===== config.mk =====
export PLATFORM = sky130hd
export DESIGN_NAME = boxcar_moving_average_with_warmup
export DESIGN_NICKNAME = d
export VERILOG_FILES = /design/src/sv/bma_pkg.sv /design/src/sv/bma_ctrl.sv /design/src/sv/bma_dp.sv /design/src/sv/boxcar_moving_average_with_warmup.sv
export SDC_FILE = /design/constraint.sdc
export NUM_CORES = 1
export LEC_CHECK = 0
export ABC_AREA = 0
export BUFFER_PORTS_ARGS = -buffer_cell sky130_fd_sc_hd__buf_4
export CAP_MARGIN = 20
export CORE_MARGIN = 2
export CORE_UTILIZATION = 35
export DETAILED_ROUTE_END_ITERATION = 7
export GPL_TIMING_DRIVEN = 0
export PLACE_DENSITY_LB_ADDON = 0.2
export SKIP_LAST_GASP = 1
export SYNTH_ARGS = -nofsm -noshare
export SYNTH_HDL_FRONTEND = slang
export SYNTH_HIERARCHICAL = 1
export SYNTH_SLANG_ARGS = --single-unit

===== constraint.sdc =====
create_clock -name clk_i -period 4.4 [get_ports clk_i]
set_input_delay 0.88 -clock clk_i [delete_from_list [all_inputs] [get_ports clk_i]]
set_output_delay 0.88 -clock clk_i [all_outputs]
set_load 0.02 [all_outputs]

===== src/sv/bma_pkg.sv =====
package bma_pkg;

  // Fixed field widths of the stream words.
  localparam int unsigned SAMPLE_W = 16;
  localparam int unsigned FRAC_W   = 16;
  localparam int unsigned AVG_W    = 32;

  // Commands from the controller to the datapath.
  typedef struct packed {
    logic capture;   // latch the sample and read the oldest ring entry
    logic update;    // write the ring, update the sum, fill count and pointer
    logic div_load;  // load the divider from the running sum
    logic div_step;  // one restoring-division step
    logic out_load;  // load the result register
  } cmd_t;

endpackage


===== src/sv/bma_ctrl.sv =====
module bma_ctrl
  import bma_pkg::*;
#(
  parameter int unsigned DivW = 38
) (
  input  logic clk_i,
  input  logic rst_ni,
  input  logic in_valid_i,
  output logic in_ready_o,
  output logic out_valid_o,
  input  logic out_ready_i,
  output cmd_t cmd_o
);

  localparam int unsigned StepW = $clog2(DivW);
  localparam logic [StepW-1:0] LastStep = StepW'(DivW - 1);

  typedef enum logic [2:0] {
    ST_IDLE,
    ST_UPDATE,
    ST_LOAD,
    ST_DIV,
    ST_FIN
  } state_e;

  state_e          state_q, state_d;
  logic [StepW-1:0] step_q, step_d;
  logic            out_valid_q, out_valid_d;

  // Command decode and next-state logic from the current state.
  always_comb begin
    cmd_o          = '0;
    state_d        = state_q;
    step_d         = step_q;
    out_valid_d    = out_valid_q;
    if (out_valid_q && out_ready_i) begin
      out_valid_d = 1'b0;
    end
    case (state_q)
      ST_IDLE: begin
        cmd_o.capture = in_valid_i;
        if (in_valid_i) begin
          state_d = ST_UPDATE;
        end
      end
      ST_UPDATE: begin
        cmd_o.update = 1'b1;
        state_d      = ST_LOAD;
      end
      ST_LOAD: begin
        cmd_o.div_load = 1'b1;
        step_d         = '0;
        state_d        = ST_DIV;
      end
      ST_DIV: begin
        cmd_o.div_step = 1'b1;
        step_d         = step_q + 1'b1;
        if (step_q == LastStep) begin
          state_d = ST_FIN;
        end
      end
      ST_FIN: begin
        // The result register is free once its word has been taken.
        if (!out_valid_q || out_ready_i) begin
          cmd_o.out_load = 1'b1;
          out_valid_d    = 1'b1;
          state_d        = ST_IDLE;
        end
      end
      default: begin
        state_d = ST_IDLE;
      end
    endcase
  end

  // State, step counter and output valid.
  always_ff @(posedge clk_i or negedge rst_ni) begin
    if (!rst_ni) begin
      state_q     <= ST_IDLE;
      step_q      <= '0;
      out_valid_q <= 1'b0;
    end else begin
      state_q     <= state_d;
      step_q      <= step_d;
      out_valid_q <= out_valid_d;
    end
  end

  assign in_ready_o  = (state_q == ST_IDLE);
  assign out_valid_o = out_valid_q;

endmodule


===== src/sv/bma_dp.sv =====
module bma_dp
  import bma_pkg::*;
#(
  parameter int unsigned Window = 60,
  parameter int unsigned SumW   = 22,
  parameter int unsigned CntW   = 6,
  parameter int unsigned PtrW   = 6,
  parameter int unsigned DivW   = 38
) (
  input  logic                       clk_i,
  input  logic                       rst_ni,
  input  cmd_t                       cmd_i,
  input  logic signed [SAMPLE_W-1:0] sample_i,
  output logic signed [AVG_W-1:0]    average_o,
  output logic                       window_full_o
);

  localparam logic [CntW-1:0] WinCnt  = CntW'(Window);
  localparam logic [PtrW-1:0] LastPtr = PtrW'(Window - 1);

  // Sample ring memory with registered read.
  logic signed [SAMPLE_W-1:0] ring_mem [Window];
  logic signed [SAMPLE_W-1:0] old_q;
  logic signed [SAMPLE_W-1:0] x_q;

  logic signed [SumW-1:0] sum_q, sum_d;
  logic [CntW-1:0]        fill_q, fill_d;
  logic [PtrW-1:0]        ptr_q, ptr_d;
  logic                   full_now;

  // Divider registers.
  logic [DivW-1:0]  dvd_q, dvd_d;
  logic [CntW-1:0]  rem_q, rem_d;
  logic [CntW-1:0]  dsr_q, dsr_d;
  logic             neg_q, neg_d;
  logic             full_q, full_d;
  logic [SumW-1:0]  mag;
  logic [CntW:0]    trial;
  logic             ge;

  logic signed [AVG_W-1:0] avg_q;
  logic                    wfull_q;
  logic [AVG_W-1:0]        quo;

  always_ff @(posedge clk_i) begin
    if (cmd_i.capture) begin
      x_q   <= sample_i;
      old_q <= ring_mem[ptr_q];
    end
    if (cmd_i.update) begin
      ring_mem[ptr_q] <= x_q;
    end
  end

  // Running sum, fill count and write pointer.
  always_comb begin
    full_now = (fill_q == WinCnt);
    sum_d    = sum_q;
    fill_d   = fill_q;
    ptr_d    = ptr_q;
    if (cmd_i.update) begin
      if (full_now) begin
        sum_d = sum_q - SumW'(old_q) + SumW'(x_q);
      end else begin
        sum_d  = sum_q + SumW'(x_q);
        fill_d = fill_q + 1'b1;
      end
      ptr_d = (ptr_q == LastPtr) ? '0 : ptr_q + 1'b1;
    end
  end

  always_ff @(posedge clk_i or negedge rst_ni) begin
    if (!rst_ni) begin
      sum_q  <= '0;
      fill_q <= '0;
      ptr_q  <= '0;
    end else begin
      sum_q  <= sum_d;
      fill_q <= fill_d;
      ptr_q  <= ptr_d;
    end
  end

  // Restoring division of |sum| * 2^16 by the fill count, one bit a step.
  always_comb begin
    mag    = sum_q[SumW-1] ? SumW'(-sum_q) : SumW'(sum_q);
    trial  = {rem_q, dvd_q[DivW-1]};
    ge     = (trial >= {1'b0, dsr_q});
    dvd_d  = dvd_q;
    rem_d  = rem_q;
    dsr_d  = dsr_q;
    neg_d  = neg_q;
    full_d = full_q;
    if (cmd_i.div_load) begin
      dvd_d  = {mag, FRAC_W'(0)};
      rem_d  = '0;
      dsr_d  = fill_q;
      neg_d  = sum_q[SumW-1];
      full_d = full_now;
    end else if (cmd_i.div_step) begin
      dvd_d = {dvd_q[DivW-2:0], ge};
      rem_d = ge ? CntW'(trial - {1'b0, dsr_q}) : trial[CntW-1:0];
    end
  end

  always_ff @(posedge clk_i) begin
    dvd_q  <= dvd_d;
    rem_q  <= rem_d;
    dsr_q  <= dsr_d;
    neg_q  <= neg_d;
    full_q <= full_d;
  end

  // Result register: quotient with the sign restored.
  assign quo = dvd_q[AVG_W-1:0];

  always_ff @(posedge clk_i) begin
    if (cmd_i.out_load) begin
      avg_q   <= neg_q ? -quo : quo;
      wfull_q <= full_q;
    end
  end

  assign average_o     = avg_q;
  assign window_full_o = wfull_q;

endmodule


===== src/sv/boxcar_moving_average_with_warmup.sv =====
// Boxcar moving average with warm-up. Each 16-bit signed sample word returns one
// word holding the mean of the latest samples as signed fixed point with 16
// fraction bits, truncated toward zero. Until WINDOW samples have arrived the
// divisor is the number of samples seen so far; from then on it is WINDOW, and
// tuser is high. The bit-serial divider produces one quotient bit per cycle, and
// no new sample is accepted until the previous one has passed through it and
// its result has been loaded into the output register. A new sample is
// accepted while the previous result still waits in the output register, but
// the next result waits until that word has been taken.
module boxcar_moving_average_with_warmup
  import bma_pkg::*;
#(
  parameter int unsigned WINDOW = 60
) (
  input  logic        clk_i,
  input  logic        rst_ni,
  input  logic        s_axis_tvalid,
  output logic        s_axis_tready,
  input  logic [15:0] s_axis_tdata,   // [15:0] sample
  output logic        m_axis_tvalid,
  input  logic        m_axis_tready,
  output logic [31:0] m_axis_tdata,   // [31:0] average
  output logic        m_axis_tuser    // [0] window_full
);

  localparam int unsigned SumW = SAMPLE_W + $clog2(WINDOW);
  localparam int unsigned CntW = $clog2(WINDOW + 1);
  localparam int unsigned PtrW = (WINDOW > 1) ? $clog2(WINDOW) : 1;
  localparam int unsigned DivW = SumW + FRAC_W;

  cmd_t cmd;
  logic signed [AVG_W-1:0] average;

  bma_ctrl #(
    .DivW (DivW)
  ) u_ctrl (
    .clk_i       (clk_i),
    .rst_ni      (rst_ni),
    .in_valid_i  (s_axis_tvalid),
    .in_ready_o  (s_axis_tready),
    .out_valid_o (m_axis_tvalid),
    .out_ready_i (m_axis_tready),
    .cmd_o       (cmd)
  );

  bma_dp #(
    .Window (WINDOW),
    .SumW   (SumW),
    .CntW   (CntW),
    .PtrW   (PtrW),
    .DivW   (DivW)
  ) u_dp (
    .clk_i         (clk_i),
    .rst_ni        (rst_ni),
    .cmd_i         (cmd),
    .sample_i      (s_axis_tdata),
    .average_o     (average),
    .window_full_o (m_axis_tuser)
  );

  assign m_axis_tdata = average;

  // At most one datapath command is active in a cycle.
  assert property (@(posedge clk_i) disable iff (!rst_ni)
    $onehot0({cmd.capture, cmd.update, cmd.div_load, cmd.div_step, cmd.out_load}))
    else $error("more than one datapath command active");

  // An accepted sample is written to the ring in the following cycle.
  assert property (@(posedge clk_i) disable iff (!rst_ni)
    (s_axis_tvalid && s_axis_tready) |=> cmd.update)
    else $error("accepted sample not followed by ring update");

  // The result register is never overwritten before its word is taken.
  assert property (@(posedge clk_i) disable iff (!rst_ni)
    cmd.out_load |-> (!m_axis_tvalid || m_axis_tready))
    else $error("pending result overwritten");

  // No sample is accepted while the divider runs.
  assert property (@(posedge clk_i) disable iff (!rst_ni)
    cmd.div_step |-> !s_axis_tready)
    else $error("input ready during division");

endmodule


# Word level (Yosys, flattened, before mapping)
# Memories as Yosys holds them, arrays and structs flattened. A register that Yosys moved wholly into a read port is not among the register bits.
# Cells that the tools add are included.
# W data, S select, Z words.
# word_totals
mem_bits_rw	960
n_memories	1
ff_bits	145
word_cells	68
input_bits	20
# op_classes
reduce_logical	8
order_cmp	1
n_eq_ne	10
bitwise	1
add_sub_neg	9
n_mux	23
# memory_table
memory	words	width	rd	rd_ports_with_merged_regs	write_ports	line_no	source
u_dp.ring_mem	60	16	1	1	1	bma_dp.sv:22	logic signed [SAMPLE_W-1:0] ring_mem [Window];
# op_table
cell	n
$mux W38	2
$add A22 B16 Y22	2
$mux W22	2
$mux W32	1
$neg A32 Y32	1
$neg A22 Y22	1
$sub A22 B16 Y22	1
$add A6 B1 Y6 const B	3
$eq A6 B6 Y1 const B	3
$pmux W3 S5	1
$mux W6	2
$pmux W6 S2	1
$mux W1	11
$mux W3	3
$ge A7 B6 Y1	1
$eq A3 B2 Y1 const B	2
$sub A6 B6 Y6	1
$ne A2 B1 Y1 const B	2
$reduce_bool A2 Y1	2
$eq A3 B1 Y1 const B	1
$eq A3 B3 Y1 const B	1
$logic_not A3 Y1	1
$reduce_and A3 Y1	1
$ne A2 B2 Y1 const B	1
other kinds (5)	5

# Logic depth before layout (Yosys ltp)
# depth
depth_word	4
depth_mapped	14

# Hierarchy
# The synthesis kept the hierarchy.
# modules_own_cells
module	seq_area_each_um2	area_each_um2	n_inst	cells_each
bma_dp	32971.6	44412.6	1	2781
bma_ctrl	250.2	549.3	1	54

# Least setup slack after synthesis
# Ideal clock, no wire load.
# synth_path
path_kind	reg2reg
from	register u_dp.x_q[15]
to	register u_dp.sum_q[21]
path_stages_with_launch	12
arrival_time_ps	3714
period_less_slack_ps	3808
setup_ps	94
path_slack_ps	592
path_buffers	0
cell_sequence	edfxtp_1 inv_1 fa_1 inv_1 ha_1 or2_2 a21oi_1 o21ai_0 a21oi_1 a31oi_1 mux2i_1 a211oi_1
# synth_between
elab_chain_len	2
word_cells_on_any_way	3
classes_between	add/sub (2); mux (1)
# synth_rtl
item	line_no	source
start, declared	bma_dp.sv:24	logic signed [SAMPLE_W-1:0] x_q;
start signal, assigned	bma_dp.sv:47	x_q <= sample_i;
$add A22 B16 Y22, on equally long branches	bma_dp.sv:65, bma_dp.sv:63	
$mux W22 (*)	bma_dp.sv:62	if (full_now) begin
end signal, assigned	bma_dp.sv:78	sum_q <= sum_d;
end, declared	bma_dp.sv:26	logic signed [SumW-1:0] sum_q, sum_d;
# Every way passes the cells marked *; elsewhere a longest branch is shown, timed or not.
# A chain may end at the register's enable or synchronous reset.

==> impl_metrics.yaml <==
logic_synthesis:
  synth_fp_nets: 2935
  post_synth.cell_area_avg_um2: 15.86
  synth-edff-count: 1055
  synthArstFlopShare_pct: 3.925
  yosysUniqueCellTypes: 74
  synth_top_flop_cell: "sky130_fd_sc_hd__edfxtp_1"
  synthesis.area_um2: 44960
  post_synthesis_register_bit_count: 1121
  synth.top_cells.by_area: "sky130_fd_sc_hd__edfxtp_1 70%, sky130_fd_sc_hd__a22oi_1 3.9%, sky130_fd_sc_hd__dfrtp_1 2.4%, sky130_fd_sc_hd__a22o_1 2.3%, sky130_fd_sc_hd__a221oi_1 1.8%"
  synth_seq_area_share_pct: 73.89
  yosysWarnings: 6
  synth_top_area_cell: "sky130_fd_sc_hd__edfxtp_1"
  yosys.area.top_type_share_pct: 70.46
  post_synth_most_frequent_cells: "1055 x sky130_fd_sc_hd__edfxtp_1, 233 x sky130_fd_sc_hd__a22oi_1, 134 x sky130_fd_sc_hd__nor2_1"
  netlist_instances: 2835
  yosys.cell_count.top_type: "sky130_fd_sc_hd__edfxtp_1"
global_route:
  grt.busiest_layer: "met2"
  track_usage_pct: 24.11
  grt_max_degree: 45
  gr-usage-met1_pct: 31.50
  grt_use_met3_pct: 5.276
  grt_overflow: 0
  grt_pass1_wl_um: 221600
  grtUsageMet2_pct: 38.53
  grt_antenna_before_repair: 4
  grt_pass1_vias: 28140
critical_path:
  r2r_startpoint: "u_dp/ptr_q[0]$_DFFE_PN0P_"
  critical-path-max-stage-delay_ps: 620
  worst-r2r-setup-slack_ps: -110
  worstRegToRegCells: 10
  worstPathArrival_ps: 5050
  cpMostUsedCell: "sky130_fd_sc_hd__clkbuf_2"
  path_max_fanout: 10
  crit_path_required_time_ps: 4930
  worstSetupPathType: "reg -> reg"
  crit_path_start_kind: "flop"
  crit_slowest_cell: "sky130_fd_sc_hd__dfrtp_1"
  crit_path_start: "u_dp/ptr_q[0]$_DFFE_PN0P_"
  cp-endpoint: "u_dp/old_q[13]$_DFFE_PP_"
  crit_path_cell_trace: "buf_2, and3_1, clkbuf_2, clkbuf_2, buf_8, buf_1, a22oi_1, a31oi_1, nor2_1, o211ai_1"
  cp-end-kind: "flop"
  path_depth: 10
  path_delay_family: "buffers and inverters"
  timing.critical_path.buf_inv: 5
  rr_endpoint: "u_dp/old_q[13]$_DFFE_PP_"
cts:
  clk_latency_ps: 750
  cts_buffer_depth: 3
  clkSinkCount: 1121
  clock_buffers_created_by_tritoncts: 113
  cts-htree-levels: 3
  cts_hold_repair.buffers: 0
  root_buffer: "sky130_fd_sc_hd__clkbuf_16"
  clkSlewWorstSetupHoldPaths_ps: 60
  tritoncts: "done"
power_and_ir_drop:
  power.density_nw_per_um2: 551.1
  power_spent_charging_and_discharging_nets_w: 0.009693
  seq_power_share_pct: 41.9
  total_leakage_power_nw: 17.86
  ir_drop_uv: 358.9
  power.switching_fraction_pct: 32.35
  p_int_w: 0.02028
  part_of_the_power_in_the_clock_network_pct: 31.8
  comb_power_share_pct: 26.3
finish:
  finalNetCount: 3254
  layout-area-overhead-vs-synth_pct: 20.95
  drive_gt1_share_pct: 17.01
sta:
  slew-limit-headroom_pct: 19.24
  tns_ps: -3034
  min_period_over_period_pct: 102.5
  whs_ps: 194.6
  period_minus_slack_ps: 4512
  timing_worst_slew_pin_value_ps: 1211
  fin_skew_ps: 58.57
  rsz0062_at_grt: "yes"
  setup_viol_count_final: 84
  finalMaxSlewViolations: 0
  timing_hold_violations_final: 0
  clock.fmax_ghz: 0.2217
  postLayoutSetupSlackWorst_ps: -111.5
outcome:
  status: "finished with violations"
  failing_checks: "negative setup slack"
place:
  final_estimated_routing_congestion_in_global_placement: 0.8838
  hpwlAfterDp_um: 113300
  place.port_buffers: 54
  dp_worst_setup_slack_ps: -1597
drt:
  number_of_drc_markers_after_the_initial_detailed_route_iteration: 3735
  routed_wirelength_um: 160600
  vias_per_cell: 5.976
  drt_first_pass_iters: 6
  detailroute.via_count: 29330
  drt.antenna.violating_nets: 0
  wire_per_inst_um: 32.73
  drt_drc_violations_left: 0
worst_hold_path:
  hp-class: "in -> async"
floorplan:
  fp.dieArea_um2: 131300
  start_util_pct: 35.26
  fp.dieH_um: 362.4
  rows: 131
  ioPinCount: 55
  floorplan.core_area_um2: 127500
  die_span_x_um: 362.4
flow_run:
  max_cap_viol_count: 0
[area by class of cell]
type | count | area [um2]
diodes | 1 | 2.502
plain buffers | 156 | 757.0
clock buffers | 144 | 2984
clock inverters | 62 | 626.9
fillers | 11360 | 73140
inverters | 107 | 401.6
multi-input cells | 1450 | 11090
flip-flops and latches | 1121 | 33220
well taps | 1662 | 2079
repair buffers | 205 | 3221
[power by group through the flow]
stage	clock network, W	logic (W)	registers [W]
final	0.00952	0.00789	0.0126
after global routing	0.0101	0.00837	0.0126
after CTS	0.00964	0.00773	0.0126
after detailed placement	0	0.00765	0.0128
after global placement	0	0.00723	0.0128
after floorplan	0	0.00460	0.0126
[worst min path at each step]
stage               slack (ps)                   from  depth (start not counted)                            to
CTS                        170                 rst_ni                          1     u_dp/ptr_q[5]$_DFFE_PN0P_
global route               200                 rst_ni                          1    u_dp/sum_q[15]$_DFFE_PN0P_
global placement           400  u_dp/full_q$_DFFE_PP_                          0  u_dp/window_full_o$_DFFE_PP_
finish                     190                 rst_ni                          1     u_dp/ptr_q[5]$_DFFE_PN0P_
detailed placement         410  u_dp/full_q$_DFFE_PP_                          0  u_dp/window_full_o$_DFFE_PP_
floorplan                  400  u_dp/full_q$_DFFE_PP_                          0  u_dp/window_full_o$_DFFE_PP_
[cell usage in the layout, fill, tap and decap left out, types with 24 or more instances in the layout]
cell,n
sky130_fd_sc_hd__nor2_2,42
sky130_fd_sc_hd__a22o_1,116
sky130_fd_sc_hd__dfrtp_1,44
sky130_fd_sc_hd__a221oi_1,93
sky130_fd_sc_hd__clkbuf_2,38
sky130_fd_sc_hd__nor2_1,75
sky130_fd_sc_hd__clkbuf_1,110
sky130_fd_sc_hd__o21ai_0,92
sky130_fd_sc_hd__a31oi_1,90
sky130_fd_sc_hd__buf_8,78
sky130_fd_sc_hd__clkinv_1,27
sky130_fd_sc_hd__ha_1,57
sky130_fd_sc_hd__edfxtp_1,1055
sky130_fd_sc_hd__clkbuf_16,113
sky130_fd_sc_hd__inv_1,105
sky130_fd_sc_hd__a21oi_1,73
sky130_fd_sc_hd__nand2_1,87
sky130_fd_sc_hd__a22oi_1,233
sky130_fd_sc_hd__o211ai_1,24
sky130_fd_sc_hd__buf_4,60
sky130_fd_sc_hd__mux2i_1,33
sky130_fd_sc_hd__nand3_1,35
sky130_fd_sc_hd__buf_16,52
sky130_fd_sc_hd__xnor2_1,73
[worst register-to-register path, stage by stage, from the launching register on]
cell	delay (ps)
sky130_fd_sc_hd__dfrtp_1	620
sky130_fd_sc_hd__buf_2	440
sky130_fd_sc_hd__and3_1	370
sky130_fd_sc_hd__clkbuf_2	450
sky130_fd_sc_hd__clkbuf_2	460
sky130_fd_sc_hd__buf_8	210
sky130_fd_sc_hd__buf_1	530
sky130_fd_sc_hd__a22oi_1	140
sky130_fd_sc_hd__a31oi_1	570
sky130_fd_sc_hd__nor2_1	310
sky130_fd_sc_hd__o211ai_1	220
[through the flow]
step                      std cells  util, %  power, W  area, um2
after floorplan                2835        -   0.01721      44960
after global placement         4551    37.21   0.02001      47450
after detailed placement       4696    39.48   0.02043      50350
after CTS                      4901    42.53   0.02993      54230
after global routing           4907    42.64   0.03103      54380
final                          4908    42.64   0.02997      54380
[kinds of logic after synthesis]
kind of cell	share of synthesized area (%)
muxes	1.887
DFF	73.89
buffers and inverters	2.279
and+or+nand+nor	4.366
xor gates and xnor gates	1.656
AOI/OAI and AO/OA	13.31
adders and majority gates	2.610
[routing by layer]
metal / wire [um] / share of wire [%]
met3: 14940 / 9.3
met4: 8388 / 5.2
met1: 62630 / 39
met5: 25 / 0.016
met2: 74660 / 46
[what timing repair did]
action | in CTS | in global routing
setup buffers | 0 | 5
cloned | 0 | 0
resized for setup | 88 | 33
endpoints found under the setup margin | 789 | 136
pin swaps | 0 | 1
[state kept, by name (all words and copies together), names as in the netlist]
register,flops
u_dp/fill_q,6
u_dp/ring_mem,960
u_dp/window_full_o,1
u_ctrl/out_valid_o,1
u_ctrl/state_q,3
u_dp/neg_q,1
u_dp/full_q,1
u_dp/average_o,32
u_dp/ptr_q,6
u_dp/old_q,16
u_dp/dvd_q,38
u_dp/x_q,16
u_dp/rem_q,6
u_dp/dsr_q,6
u_ctrl/step_q,6
u_dp/sum_q,22
No activity file was read; power rests on OpenSTA's default activity.
